[src/hdl/tble_pkg.sv]
// ----------------------------------------------------------------------------
// Text box layout engine - package
// Widths, register indexes, result kinds and the result record type.
// ----------------------------------------------------------------------------
`default_nettype none

package tble_pkg;

   // Width of the configuration registers
   localparam int COORD_BITS     = 12;
   localparam int CSR_INDEX_BITS = 2;

   // Cell geometry: 8 x 16 pixels
   localparam int CELL_W_SHIFT = 3;
   localparam int CELL_H_SHIFT = 4;

   // Cursor state widths
   localparam int ROW_BITS = 8;
   localparam int COL_BITS = 9;

   // Row and column counts taken from the box size
   localparam int ROWS_BITS = COORD_BITS - CELL_H_SHIFT;
   localparam int COLS_BITS = COORD_BITS - CELL_W_SHIFT;
   localparam int ROW_CMP_BITS = (ROWS_BITS > ROW_BITS) ? ROWS_BITS : ROW_BITS;
   localparam int COL_CMP_BITS = (COLS_BITS > COL_BITS) ? COLS_BITS : COL_BITS;

   // Result field widths
   localparam int POS_BITS   = 13;
   localparam int GLYPH_BITS = 8;
   localparam int SUM_BITS   = 16;

   // Character codes
   localparam logic [GLYPH_BITS-1:0] CHAR_END     = 8'd0;
   localparam logic [GLYPH_BITS-1:0] CHAR_NEWLINE = 8'd10;

   // Reset values of the box registers
   localparam logic [COORD_BITS-1:0] BOX_WIDTH_RESET  = COORD_BITS'(640);
   localparam logic [COORD_BITS-1:0] BOX_HEIGHT_RESET = COORD_BITS'(480);

   // Result queue
   localparam int QUEUE_DEPTH = 4;
   localparam int COUNT_BITS  = 3;

   typedef enum logic [CSR_INDEX_BITS-1:0] {
      CSR_ORIGIN_X   = 2'd0,
      CSR_ORIGIN_Y   = 2'd1,
      CSR_BOX_WIDTH  = 2'd2,
      CSR_BOX_HEIGHT = 2'd3
   } csr_index_type;

   typedef enum logic [0:0] {
      KIND_DRAW   = 1'b0,
      KIND_RECORD = 1'b1
   } kind_type;

   typedef struct packed {
      kind_type                kind;
      logic [POS_BITS-1:0]     pos_x;
      logic [POS_BITS-1:0]     pos_y;
      logic [GLYPH_BITS-1:0]   glyph;
      logic [ROW_BITS-1:0]     line_index;
      logic [COL_BITS-1:0]     line_length;
      logic                    last_of_item;
   } rsp_type;

endpackage

`default_nettype wire

[src/hdl/tble_if.sv]
// ----------------------------------------------------------------------------
// Text box layout engine - channel interfaces
// Valid/ready channels for characters in, results out and register writes.
// ----------------------------------------------------------------------------
`default_nettype none

// Character stream
interface tble_req_if
   import tble_pkg::*;
();
   logic                  valid;
   logic                  ready;
   logic [GLYPH_BITS-1:0] char_code;

   modport source (output valid, output char_code, input ready);
   modport sink   (input valid, input char_code, output ready);
endinterface

// Draw commands and line length records
interface tble_rsp_if
   import tble_pkg::*;
();
   logic                  valid;
   logic                  ready;
   logic                  kind;
   logic [POS_BITS-1:0]   pos_x;
   logic [POS_BITS-1:0]   pos_y;
   logic [GLYPH_BITS-1:0] glyph;
   logic [ROW_BITS-1:0]   line_index;
   logic [COL_BITS-1:0]   line_length;
   logic                  last_of_item;

   modport source (output valid, output kind, output pos_x, output pos_y, output glyph,
                   output line_index, output line_length, output last_of_item,
                   input ready);
   modport sink   (input valid, input kind, input pos_x, input pos_y, input glyph,
                   input line_index, input line_length, input last_of_item,
                   output ready);
endinterface

// Register writes
interface tble_csr_if
   import tble_pkg::*;
();
   logic                      valid;
   logic                      ready;
   logic [CSR_INDEX_BITS-1:0] index;
   logic [COORD_BITS-1:0]     wdata;

   modport source (output valid, output index, output wdata, input ready);
   modport sink   (input valid, input index, input wdata, output ready);
endinterface

`default_nettype wire

[src/hdl/text_box_layout_engine_core.sv]
// ----------------------------------------------------------------------------
// Text box layout engine
// Places a character stream in a box of 8x16 cells, issuing draw commands
// and line length records with wrap, row limit and end-of-text handling.
// ----------------------------------------------------------------------------
//   channel   dir  payload                                      transfer
//   req_chan  in   char_code                                    valid & ready
//   rsp_chan  out  kind, pos_x, pos_y, glyph, line_index,       valid & ready
//                  line_length, last_of_item
//   csr_chan  in   index, wdata                                 valid & ready
//
// Each character is laid out in the cycle it is taken; its results go into
// a four-entry queue and go out one per cycle while rsp_chan is ready.
// A character yields 0, 1 or 2 results, so the rate is one character per
// cycle while each yields at most one and rsp_chan is ready; a wrapping
// character yields a record and then a draw. req_chan is ready while fewer
// than three results are queued. Synchronous reset clears cursor and queue
// count, presets the box registers; csr_chan is always ready out of reset.
// ----------------------------------------------------------------------------
`default_nettype none

module text_box_layout_engine_core
   import tble_pkg::*;
(
   input  wire        clock,
   input  wire        reset,
   tble_req_if.sink   req_chan,
   tble_rsp_if.source rsp_chan,
   tble_csr_if.sink   csr_chan
);

   // Box registers
   logic [COORD_BITS-1:0] origin_x_ff, origin_y_ff, box_width_ff, box_height_ff;

   // Cursor state
   logic [ROW_BITS-1:0] cur_row_ff, cur_row_in;
   logic [COL_BITS-1:0] cur_column_ff, cur_column_in;
   logic                dropped_ff, dropped_in;

   // Result queue
   rsp_type               queue_ff [QUEUE_DEPTH];
   rsp_type               queue_in [QUEUE_DEPTH];
   logic [COUNT_BITS-1:0] count_ff, count_in;

   logic                  req_take;
   logic                  rsp_take;
   logic [ROWS_BITS-1:0]  rows;
   logic [COLS_BITS-1:0]  columns;
   logic                  rec_en, draw_en;
   rsp_type               rec_res, draw_res, res0, res1;
   logic [1:0]            push_n;

   assign req_take = req_chan.valid && req_chan.ready;
   assign rsp_take = rsp_chan.valid && rsp_chan.ready;

   assign rows    = box_height_ff[COORD_BITS-1:CELL_H_SHIFT];
   assign columns = box_width_ff[COORD_BITS-1:CELL_W_SHIFT];

   // Register writes
   always_ff @(posedge clock) begin
      if (reset) begin
         origin_x_ff   <= '0;
         origin_y_ff   <= '0;
         box_width_ff  <= BOX_WIDTH_RESET;
         box_height_ff <= BOX_HEIGHT_RESET;
      end else if (csr_chan.valid && csr_chan.ready) begin
         unique case (csr_index_type'(csr_chan.index))
            CSR_ORIGIN_X:   origin_x_ff   <= csr_chan.wdata;
            CSR_ORIGIN_Y:   origin_y_ff   <= csr_chan.wdata;
            CSR_BOX_WIDTH:  box_width_ff  <= csr_chan.wdata;
            CSR_BOX_HEIGHT: box_height_ff <= csr_chan.wdata;
            default: ;
         endcase
      end
   end

   assign csr_chan.ready = !reset;

   // Layout of one character: at most a record, then a draw
   always_comb begin
      logic                    row_in_box;
      logic                    wrap;
      logic [ROW_BITS-1:0]     row1;
      logic [COL_BITS-1:0]     col1;
      logic [SUM_BITS-1:0]     x_sum, y_sum;
      logic [COL_BITS-1:0]     rec_len;

      row_in_box = ROW_CMP_BITS'(cur_row_ff) < ROW_CMP_BITS'(rows);
      wrap       = COL_CMP_BITS'(cur_column_ff) >= COL_CMP_BITS'(columns);
      row1       = cur_row_ff;
      col1       = cur_column_ff;
      rec_len    = cur_column_ff;
      rec_en     = 1'b0;
      draw_en    = 1'b0;

      cur_row_in    = cur_row_ff;
      cur_column_in = cur_column_ff;
      dropped_in    = dropped_ff;

      if (req_chan.char_code == CHAR_END) begin
         // end of text: last line's length, then back to the start
         rec_en        = !dropped_ff && row_in_box;
         cur_row_in    = '0;
         cur_column_in = '0;
         dropped_in    = 1'b0;
      end else if (dropped_ff) begin
         // past the row limit: ignore until end of text
      end else if (req_chan.char_code == CHAR_NEWLINE) begin
         rec_en        = row_in_box;
         cur_row_in    = (cur_row_ff != '1) ? cur_row_ff + 1'b1 : cur_row_ff;
         cur_column_in = '0;
      end else begin
         // wrap a full line first
         if (wrap) begin
            rec_en  = row_in_box;
            rec_len = COL_BITS'(columns);
            row1    = (cur_row_ff != '1) ? cur_row_ff + 1'b1 : cur_row_ff;
            col1    = '0;
         end
         cur_row_in    = row1;
         cur_column_in = col1;
         if (ROW_CMP_BITS'(row1) >= ROW_CMP_BITS'(rows)) begin
            dropped_in = 1'b1;
         end else begin
            draw_en       = 1'b1;
            cur_column_in = col1 + 1'b1;
         end
      end

      x_sum = SUM_BITS'({col1, {CELL_W_SHIFT{1'b0}}}) + SUM_BITS'(origin_x_ff);
      y_sum = SUM_BITS'({row1, {CELL_H_SHIFT{1'b0}}}) + SUM_BITS'(origin_y_ff);

      rec_res              = '0;
      rec_res.kind         = KIND_RECORD;
      rec_res.line_index   = cur_row_ff;
      rec_res.line_length  = rec_len;
      rec_res.last_of_item = !draw_en;

      draw_res              = '0;
      draw_res.kind         = KIND_DRAW;
      draw_res.pos_x        = x_sum[POS_BITS-1:0];
      draw_res.pos_y        = y_sum[POS_BITS-1:0];
      draw_res.glyph        = req_chan.char_code;
      draw_res.last_of_item = 1'b1;

      res0   = rec_en ? rec_res : draw_res;
      res1   = draw_res;
      push_n = req_take ? (2'(rec_en) + 2'(draw_en)) : 2'd0;
   end

   // Cursor update on each transfer
   always_ff @(posedge clock) begin
      if (reset) begin
         cur_row_ff    <= '0;
         cur_column_ff <= '0;
         dropped_ff    <= 1'b0;
      end else if (req_take) begin
         cur_row_ff    <= cur_row_in;
         cur_column_ff <= cur_column_in;
         dropped_ff    <= dropped_in;
      end
   end

   // Queue: pop from the head, append up to two behind the survivors
   always_comb begin
      rsp_type               shifted [QUEUE_DEPTH];
      logic [COUNT_BITS-1:0] base;

      shifted = queue_ff;
      if (rsp_take) begin
         for (int i = 0; i < QUEUE_DEPTH - 1; i++) begin
            shifted[i] = queue_ff[i+1];
         end
      end
      base     = count_ff - COUNT_BITS'(rsp_take);
      queue_in = shifted;
      for (int i = 0; i < QUEUE_DEPTH; i++) begin
         if (push_n != 2'd0 && base == COUNT_BITS'(i)) begin
            queue_in[i] = res0;
         end
         if (push_n == 2'd2 && base + 1'b1 == COUNT_BITS'(i)) begin
            queue_in[i] = res1;
         end
      end
      count_in = base + COUNT_BITS'(push_n);
   end

   always_ff @(posedge clock) begin
      if (reset) begin
         count_ff <= '0;
      end else begin
         count_ff <= count_in;
      end
   end

   always_ff @(posedge clock) begin
      queue_ff <= queue_in;
   end

   // Room for two more results whatever the output side does
   assign req_chan.ready = !reset && (count_ff < COUNT_BITS'(QUEUE_DEPTH - 1));

   assign rsp_chan.valid        = count_ff != '0;
   assign rsp_chan.kind         = queue_ff[0].kind;
   assign rsp_chan.pos_x        = queue_ff[0].pos_x;
   assign rsp_chan.pos_y        = queue_ff[0].pos_y;
   assign rsp_chan.glyph        = queue_ff[0].glyph;
   assign rsp_chan.line_index   = queue_ff[0].line_index;
   assign rsp_chan.line_length  = queue_ff[0].line_length;
   assign rsp_chan.last_of_item = queue_ff[0].last_of_item;

endmodule

`default_nettype wire

[src/flat_wrapper.sv]
// flat-port wrapper written by rule: the top's interface ports become plain ports
module text_box_layout_engine_core_flat import tble_pkg::*;
  (clock, reset, req_chan_valid, req_chan_char_code, req_chan_ready, rsp_chan_valid, rsp_chan_kind, rsp_chan_pos_x, rsp_chan_pos_y, rsp_chan_glyph, rsp_chan_line_index, rsp_chan_line_length, rsp_chan_last_of_item, rsp_chan_ready, csr_chan_valid, csr_chan_index, csr_chan_wdata, csr_chan_ready);
  tble_req_if req_chan_i ();
  tble_rsp_if rsp_chan_i ();
  tble_csr_if csr_chan_i ();
  input  wire clock;
  input  wire reset;
  input wire logic [$bits(req_chan_i.valid)-1:0] req_chan_valid;
  input wire logic [$bits(req_chan_i.char_code)-1:0] req_chan_char_code;
  output wire logic [$bits(req_chan_i.ready)-1:0] req_chan_ready;
  output wire logic [$bits(rsp_chan_i.valid)-1:0] rsp_chan_valid;
  output wire logic [$bits(rsp_chan_i.kind)-1:0] rsp_chan_kind;
  output wire logic [$bits(rsp_chan_i.pos_x)-1:0] rsp_chan_pos_x;
  output wire logic [$bits(rsp_chan_i.pos_y)-1:0] rsp_chan_pos_y;
  output wire logic [$bits(rsp_chan_i.glyph)-1:0] rsp_chan_glyph;
  output wire logic [$bits(rsp_chan_i.line_index)-1:0] rsp_chan_line_index;
  output wire logic [$bits(rsp_chan_i.line_length)-1:0] rsp_chan_line_length;
  output wire logic [$bits(rsp_chan_i.last_of_item)-1:0] rsp_chan_last_of_item;
  input wire logic [$bits(rsp_chan_i.ready)-1:0] rsp_chan_ready;
  input wire logic [$bits(csr_chan_i.valid)-1:0] csr_chan_valid;
  input wire logic [$bits(csr_chan_i.index)-1:0] csr_chan_index;
  input wire logic [$bits(csr_chan_i.wdata)-1:0] csr_chan_wdata;
  output wire logic [$bits(csr_chan_i.ready)-1:0] csr_chan_ready;
  assign req_chan_i.valid = req_chan_valid;
  assign req_chan_i.char_code = req_chan_char_code;
  assign req_chan_ready = req_chan_i.ready;
  assign rsp_chan_valid = rsp_chan_i.valid;
  assign rsp_chan_kind = rsp_chan_i.kind;
  assign rsp_chan_pos_x = rsp_chan_i.pos_x;
  assign rsp_chan_pos_y = rsp_chan_i.pos_y;
  assign rsp_chan_glyph = rsp_chan_i.glyph;
  assign rsp_chan_line_index = rsp_chan_i.line_index;
  assign rsp_chan_line_length = rsp_chan_i.line_length;
  assign rsp_chan_last_of_item = rsp_chan_i.last_of_item;
  assign rsp_chan_i.ready = rsp_chan_ready;
  assign csr_chan_i.valid = csr_chan_valid;
  assign csr_chan_i.index = csr_chan_index;
  assign csr_chan_i.wdata = csr_chan_wdata;
  assign csr_chan_ready = csr_chan_i.ready;
  text_box_layout_engine_core u_core (.clock(clock), .reset(reset), .req_chan(req_chan_i), .rsp_chan(rsp_chan_i), .csr_chan(csr_chan_i));
endmodule
[config.mk]
export PLATFORM = sky130hd
export DESIGN_NAME = text_box_layout_engine_core_flat
export DESIGN_NICKNAME = d
export VERILOG_FILES = /design/src/hdl/tble_pkg.sv /design/src/hdl/tble_if.sv /design/src/hdl/text_box_layout_engine_core.sv /design/src/flat_wrapper.sv
export SDC_FILE = /design/constraint.sdc
export NUM_CORES = 1
export LEC_CHECK = 0
export BUFFER_PORTS_ARGS = -buffer_cell sky130_fd_sc_hd__buf_2
export CAP_MARGIN = 20
export CORE_ASPECT_RATIO = 0.75
export CORE_MARGIN = 1.5
export CORE_UTILIZATION = 30
export CTS_CLUSTER_SIZE = 24
export DETAILED_ROUTE_END_ITERATION = 8
export GPL_TIMING_DRIVEN = 0
export PLACE_DENSITY = 0.53
export RECOVER_POWER = 100
export SLEW_MARGIN = 25
export SYNTH_ARGS = -nofsm -noshare
export SYNTH_HDL_FRONTEND = slang
export SYNTH_SLANG_ARGS = --single-unit
[constraint.sdc]
create_clock -name clock -period 12 [get_ports clock]
set_input_delay 0.6 -clock clock [delete_from_list [all_inputs] [get_ports clock]]
set_output_delay 0.6 -clock clock [all_outputs]
set_load 0.05 [all_outputs]
# Word-level counts from Yosys, hierarchy flattened
# Cells that the tools add are included.
# totals
reg_bits	281
input_bits	27
out_inout_bits	56
# op_classes
add_sub_neg	8
order_cmp	4
n_eq_ne	13
n_mux	49
reduce_logical	34
# op_table
cell	n
$mux W52	5
$mux W53	4
$mux W159	1
$mux W9	15
$mux W8	11
$add A12 B12 Y13	2
$logic_and A1 B1 Y1	13
$eq A3 B2 Y1 const B	4
$mux W1	12
$reduce_bool A3 Y1	4
$reduce_and A2 Y1	5
$reduce_bool A2 Y1	5
$add A9 B1 Y9 const B	1
$ge A9 B9 Y1	1
$add A8 B1 Y8 const B	1
$eq A8 B4 Y1 const B	1
$ge A8 B8 Y1	1
$logic_not A8 Y1	1
$lt A8 B8 Y1	1
$ne A8 B8 Y1 const B	1
$eq A2 B2 Y1 const B	3
$eq A3 B1 Y1 const B	2
$logic_not A3 Y1	2
$add A3 B1 Y3 const B	1
9 further kinds	11

# Depth between registers and ports, before layout
# logic_depth
word_depth	17
mapped_depth	23
mapped_depth_nobuf	21

# Worst setup path after synthesis
# No wires, ideal clock.
# synth_path
path_kind	register to register
from	reg u_core.box_width_ff[5]
to	reg u_core.queue_ff[124] in the netlist's numbering (enable)
setup_time_ns	0.392
arrival_ns	4.767
required_ns	11.608
path_slack_ns	6.841
path_stages_with_launch	23
period_less_slack_ns	5.159
cell_sequence	dfxtp_1 inv_1 ha_1 a21o_1 a31oi_1 a31oi_1 nor2_1 clkbuf_1 nor2_1 xor2_1 ha_1 a21oi_1 o21ai_0 a31oi_1 nand2_1 nor2_1 ha_1 o21ai_1 or2_2 nor3_1 nor2_1 clkbuf_1 nand2_1
# synth_between
elab_chain_len	15
word_cells_on_any_way	21
cone_classes	add/sub (1); order compare (2); eq/ne (1); mux (13); reduce/logical (4)
# synth_rtl
item	line_no	text
from (decl)	text_box_layout_engine_core.sv:33	logic [COORD_BITS-1:0] origin_x_ff, origin_y_ff, box_width_ff, box_height_ff;
from (signal assigned)	text_box_layout_engine_core.sv:70	CSR_BOX_WIDTH: box_width_ff <= csr_chan.wdata;
$ge A9 B9 Y1 *	text_box_layout_engine_core.sv:89	wrap = COL_CMP_BITS'(cur_column_ff) >= COL_CMP_BITS'(columns);
$mux W8	text_box_layout_engine_core.sv:114	if (wrap) begin
$mux W8	text_box_layout_engine_core.sv:108	end else if (req_chan.char_code == CHAR_NEWLINE) begin
$mux W8	text_box_layout_engine_core.sv:106	end else if (dropped_ff) begin
$mux W8	text_box_layout_engine_core.sv:100	if (req_chan.char_code == CHAR_END) begin
$ge A8 B8 Y1	text_box_layout_engine_core.sv:122	if (ROW_CMP_BITS'(row1) >= ROW_CMP_BITS'(rows)) begin
$mux W1	text_box_layout_engine_core.sv:122	
$mux W1	text_box_layout_engine_core.sv:108	
$mux W1	text_box_layout_engine_core.sv:106	
$mux W1	text_box_layout_engine_core.sv:100	
$add A1 B1 Y2 *	text_box_layout_engine_core.sv:148	push_n = req_take ? (2'(rec_en) + 2'(draw_en)) : 2'd0;
$mux W2 *	text_box_layout_engine_core.sv:148	
$eq A2 B2 Y1 / $reduce_bool A2 Y1 (equally long branches)	text_box_layout_engine_core.sv:181, text_box_layout_engine_core.sv:178	
$logic_and A1 B1 Y1, on equally long branches	text_box_layout_engine_core.sv:181, text_box_layout_engine_core.sv:178	
$reduce_bool A3 Y1 (no source line) *	--	
to (signal assigned)	text_box_layout_engine_core.sv:197	queue_ff <= queue_in;
to (decl)	text_box_layout_engine_core.sv:41	rsp_type queue_ff [QUEUE_DEPTH];
# Every way passes the cells marked *; elsewhere a longest branch is shown, timed or not. The select of a mux whose other input is x is not followed.
# A chain may end at the register's enable or synchronous reset.

# Final worst setup path
# layout_path
from	reg u_core.box_width_ff[5]
to	reg u_core.queue_ff[134] in the netlist's numbering (enable)
# The elaborated chain is that of the path after synthesis.

==> flow_metrics.env <==
export IMPL_status="complete, but fails checks"
export IMPL_violations="capacitance limit, slew limit"
export IMPL_postCtsHoldBufs=0
export IMPL_r2r_start="u_core.box_width_ff[5]"
export IMPL_cts_buffers=31
export IMPL_min_from="csr_chan_wdata[1]"
export IMPL_synth_cell_type_count=62
export IMPL_hold_path_depth=3
export IMPL_grt_overflow_total=0
export IMPL_nets=1516
export IMPL_worstSetupStartpoint="u_core.box_width_ff[5]"
export IMPL_yosys_most_used_dff="dfxtp_1"
export IMPL_holdCritPathClass="primary input to flop"
export IMPL_rows=66
export IMPL_path_cells="inv_1 > ha_1 > a21o_1 > a31oi_1 > a31oi_1 > nor2_1 > clkbuf_1 > nor2_1 > xor2_1 > ha_1 > a21oi_1 > o21ai_0 > a31oi_1 > nand2_1 > nor2_1 > ha_1 > o21ai_0 > or2_2 > nor3_1 > nor2_1 > clkbuf_1 > nand2_1 > clkbuf_1"
export IMPL_dp_cells=1984
export IMPL_syn_to_final_growth_pct=15.8
export IMPL_netlist_area_mm2=0.0134
export IMPL_htree_levels=1
export IMPL_cp_end_kind="flop"
export IMPL_synth_avg_cell_area_um2=10.1
export IMPL_drc_errors=0
export IMPL_antenna_found_initial=2
export IMPL_grt_pass1_vias=9766
export IMPL_cpMostUsedCell="nor2_1"
export IMPL_synth_area_leaders="edfxtp_1 (31%), dfxtp_1 (21%), a22o_1 (6.5%)"
export IMPL_insertion_delay_ns=0.57
export IMPL_drv_cap=2
export IMPL_synth_largest_area_cell="edfxtp_1"
export IMPL_min_to="u_core.origin_x_ff[1]"
export IMPL_drt_iter0_markers=738
export IMPL_grt_pass1_wl_um=58100
export IMPL_tightest_slew_ns=1.66
export IMPL_cts_setup_buffers=0
export IMPL_p_leak_nw=5.82
export IMPL_wl_per_cell_um=18.8
export IMPL_nFillCells=4466
export IMPL_crit_required_ns=12.16
export IMPL_finClkSkew_ns=0.0150
export IMPL_yosys_area_share_simple_pct=13.2
export IMPL_min_period_ns=7.71
export IMPL_path_max_fanout=26
export IMPL_yosys_warnings=0
export IMPL_cts_root_buf="clkbuf_16"
export IMPL_coreArea_mm2=0.0437
export IMPL_r2r_slack_ns=4.29
export IMPL_reg2reg_depth=23
export IMPL_via_count=10366
export IMPL_hold_viol_final=0
export IMPL_yosysTopAreaCellShare_pct=30.5
export IMPL_cts_resized=0
export IMPL_clk_pin_slew_ns=0.06
export IMPL_synth_commonest_cells="nand2_1 (198), dfxtp_1 (138), edfxtp_1 (136)"
export IMPL_cp_arrival_ns=7.87
export IMPL_synthesis_nets=1401
export IMPL_synthMostInstantiatedCell="nand2_1"
export IMPL_multi_input_area_mm2=0.00561
export IMPL_cts_sinks=274
export IMPL_setup_tns_ns=0
export IMPL_cts_tree="yes"
export IMPL_synth_area_mux_share_pct=2.86
export IMPL_relSlewSlack_pct=-10.7
export IMPL_synth_seq_area_share_pct=51.2
export IMPL_power_density_mw_per_mm2=242
export IMPL_die_h_um=186
export IMPL_slowest_delay_ns=1.19
export IMPL_grt_start_max_net_pins=35
export IMPL_start_kind="flop"
export IMPL_num_antenna_cells=0
export IMPL_rsz0062_at_grt="false"
export IMPL_finalWirelength_um=38300
export IMPL_regArea_mm2=0.00685
export IMPL_synth_edf_count=136
export IMPL_ir_drop_uv=174
export IMPL_ant_nets=0
export IMPL_slew_viol_final=55
export IMPL_synth_seq_cells=274
export IMPL_synth_async_reset_ratio_pct=0
export IMPL_setup_violations=0
export IMPL_synth_xor_area_share_pct=1.56
export IMPL_first_pass_iters=5
export IMPL_max_freq_mhz=130
export IMPL_track_usage_pct=16.6
export IMPL_r2r_end="u_core.queue_ff[134]"
export IMPL_setup_worst_path_class="flop to flop"
export IMPL_io_buffers=80
export IMPL_hpwlAfterDp_um=29200
export IMPL_min_period_over_period_pct=64.2
export IMPL_via_per_inst=5.08
export IMPL_synth_compound_area_share_pct=19.6
export IMPL_clockBufferDepth=3
export IMPL_fin_cells=2042
export IMPL_synth_top_family_by_area="compound AO/OA/AOI/OAI gates"
export IMPL_initial_core_util_pct=30.6
export IMPL_synth_adder_area_share_pct=4.85
export IMPL_die_area_mm2=0.0459
export IMPL_total_power_w=0.00375
export IMPL_die_width_um=247
export IMPL_ios=83
export IMPL_crit_slowest_cell="clkbuf_1"
export IMPL_drive_gt1_share_pct=10.9
export IMPL_synthesis_instances=1324
export IMPL_place_gp_congestion=0.868
report_power, final:
part           internal, W  total (W)  switching [W]
Combinational     0.000421    0.00131       0.000893
Sequential         0.00133    0.00142      0.0000906
Clock             0.000618    0.00102       0.000397
Total              0.00237    0.00375        0.00138
critical path: cells and delay by family (launching register included):
kind,cells,cell delay (ns)
fa+ha+maj,3,0.96
compound gates,7,1.43
buf+inv,4,1.99
xor+xnor,1,0.17
flops,1,0.43
simple gates,8,2.31
cells in the final DEF (no fill, tap or decap), types with 5 or more instances in the layout:
master | netlist | final
xnor2_1 | 11 | 11
a31oi_1 | 19 | 19
dfxtp_1 | 138 | 138
or2_2 | 7 | 7
and2_1 | 40 | 22
and3_1 | 18 | 18
a311oi_1 | 21 | 21
a211oi_1 | 39 | 40
buf_2 | 15 | 29
nor2_1 | 57 | 57
inv_1 | 36 | 36
or3_1 | 11 | 11
bufinv_16 | 0 | 6
a22o_1 | 99 | 99
nand2_1 | 198 | 198
clkbuf_1 | 55 | 132
clkinv_1 | 0 | 5
nand3_1 | 17 | 17
edfxtp_1 | 136 | 136
o211ai_1 | 8 | 8
and2_0 | 0 | 18
xor2_1 | 11 | 11
nor2b_1 | 9 | 9
a21oi_1 | 98 | 98
nand2b_1 | 6 | 6
nor3_1 | 10 | 11
ha_1 | 47 | 47
buf_4 | 60 | 57
o21ai_0 | 57 | 60
mux2i_1 | 36 | 36
a21o_1 | 8 | 8
clkbuf_16 | 0 | 32
cell type report:
cell class,instances,share of cell area [%]
clock inverters,22,1.80
well taps,578,4.67
clock buffers,36,5.27
plain buffers,136,4.77
inverters,38,0.921
flip-flops and latches,274,44.2
multi-input cells,876,36.2
repair buffers,82,2.18
metal layers:
layer	global-route usage (%)	wire length (um)	vias to the layer above
met3	3.66	2530	39
met5	0	13	-
met2	24.8	15900	302
met4	2.78	569	2
li1	-	-	5024
met1	24.5	19300	4999
worst max path at each step:
stage | to | cells past startpoint | slack, ns
finish | u_core.queue_ff[134] | 23 | 4.29
global route | u_core.queue_ff[126] | 23 | 3.74
CTS | u_core.rsp_chan.glyph[1] | 23 | 5.24
detailed placement | u_core.rsp_chan.glyph[1] | 23 | 5.30
global placement | u_core.queue_ff[130] | 22 | 4.74
floorplan | u_core.queue_ff[124] | 22 | 6.84
through the flow:
step	setup slack [ns]	hold WS, ns	instance area (um^2)	util, %
finish	4.29	0.313	15500	35.5
global route	3.74	0.302	15500	35.5
CTS	5.24	0.296	15600	35.8
detailed placement	5.30	0.442	14600	33.3
global placement	4.74	0.433	14500	33.2
floorplan	6.84	0.425	13400	-
cells by family after synthesis:
logic type / after synthesis
DFF: 274
AOI/OAI and AO/OA: 379
muxes: 38
and+or+nand+nor: 386
adders and majority gates: 50
xor gates and xnor gates: 23
buffers and inverters: 174
state kept, by name, indices dropped and copies added, names as in the netlist:
name,count
u_core.origin_x_ff,12
u_core.queue_ff,159
u_core.cur_row_ff,8
u_core.origin_y_ff,12
u_core.rsp_chan.kind,1
u_core.dropped_ff,1
u_core.rsp_chan.line_length,9
u_core.rsp_chan.pos_y,13
u_core.box_width_ff,9
u_core.box_height_ff,8
u_core.rsp_chan.pos_x,13
u_core.count_ff,3
u_core.rsp_chan.line_index,8
u_core.cur_column_ff,9
u_core.rsp_chan.last_of_item,1
u_core.rsp_chan.glyph,8
Power figures use the tool's default switching activity.
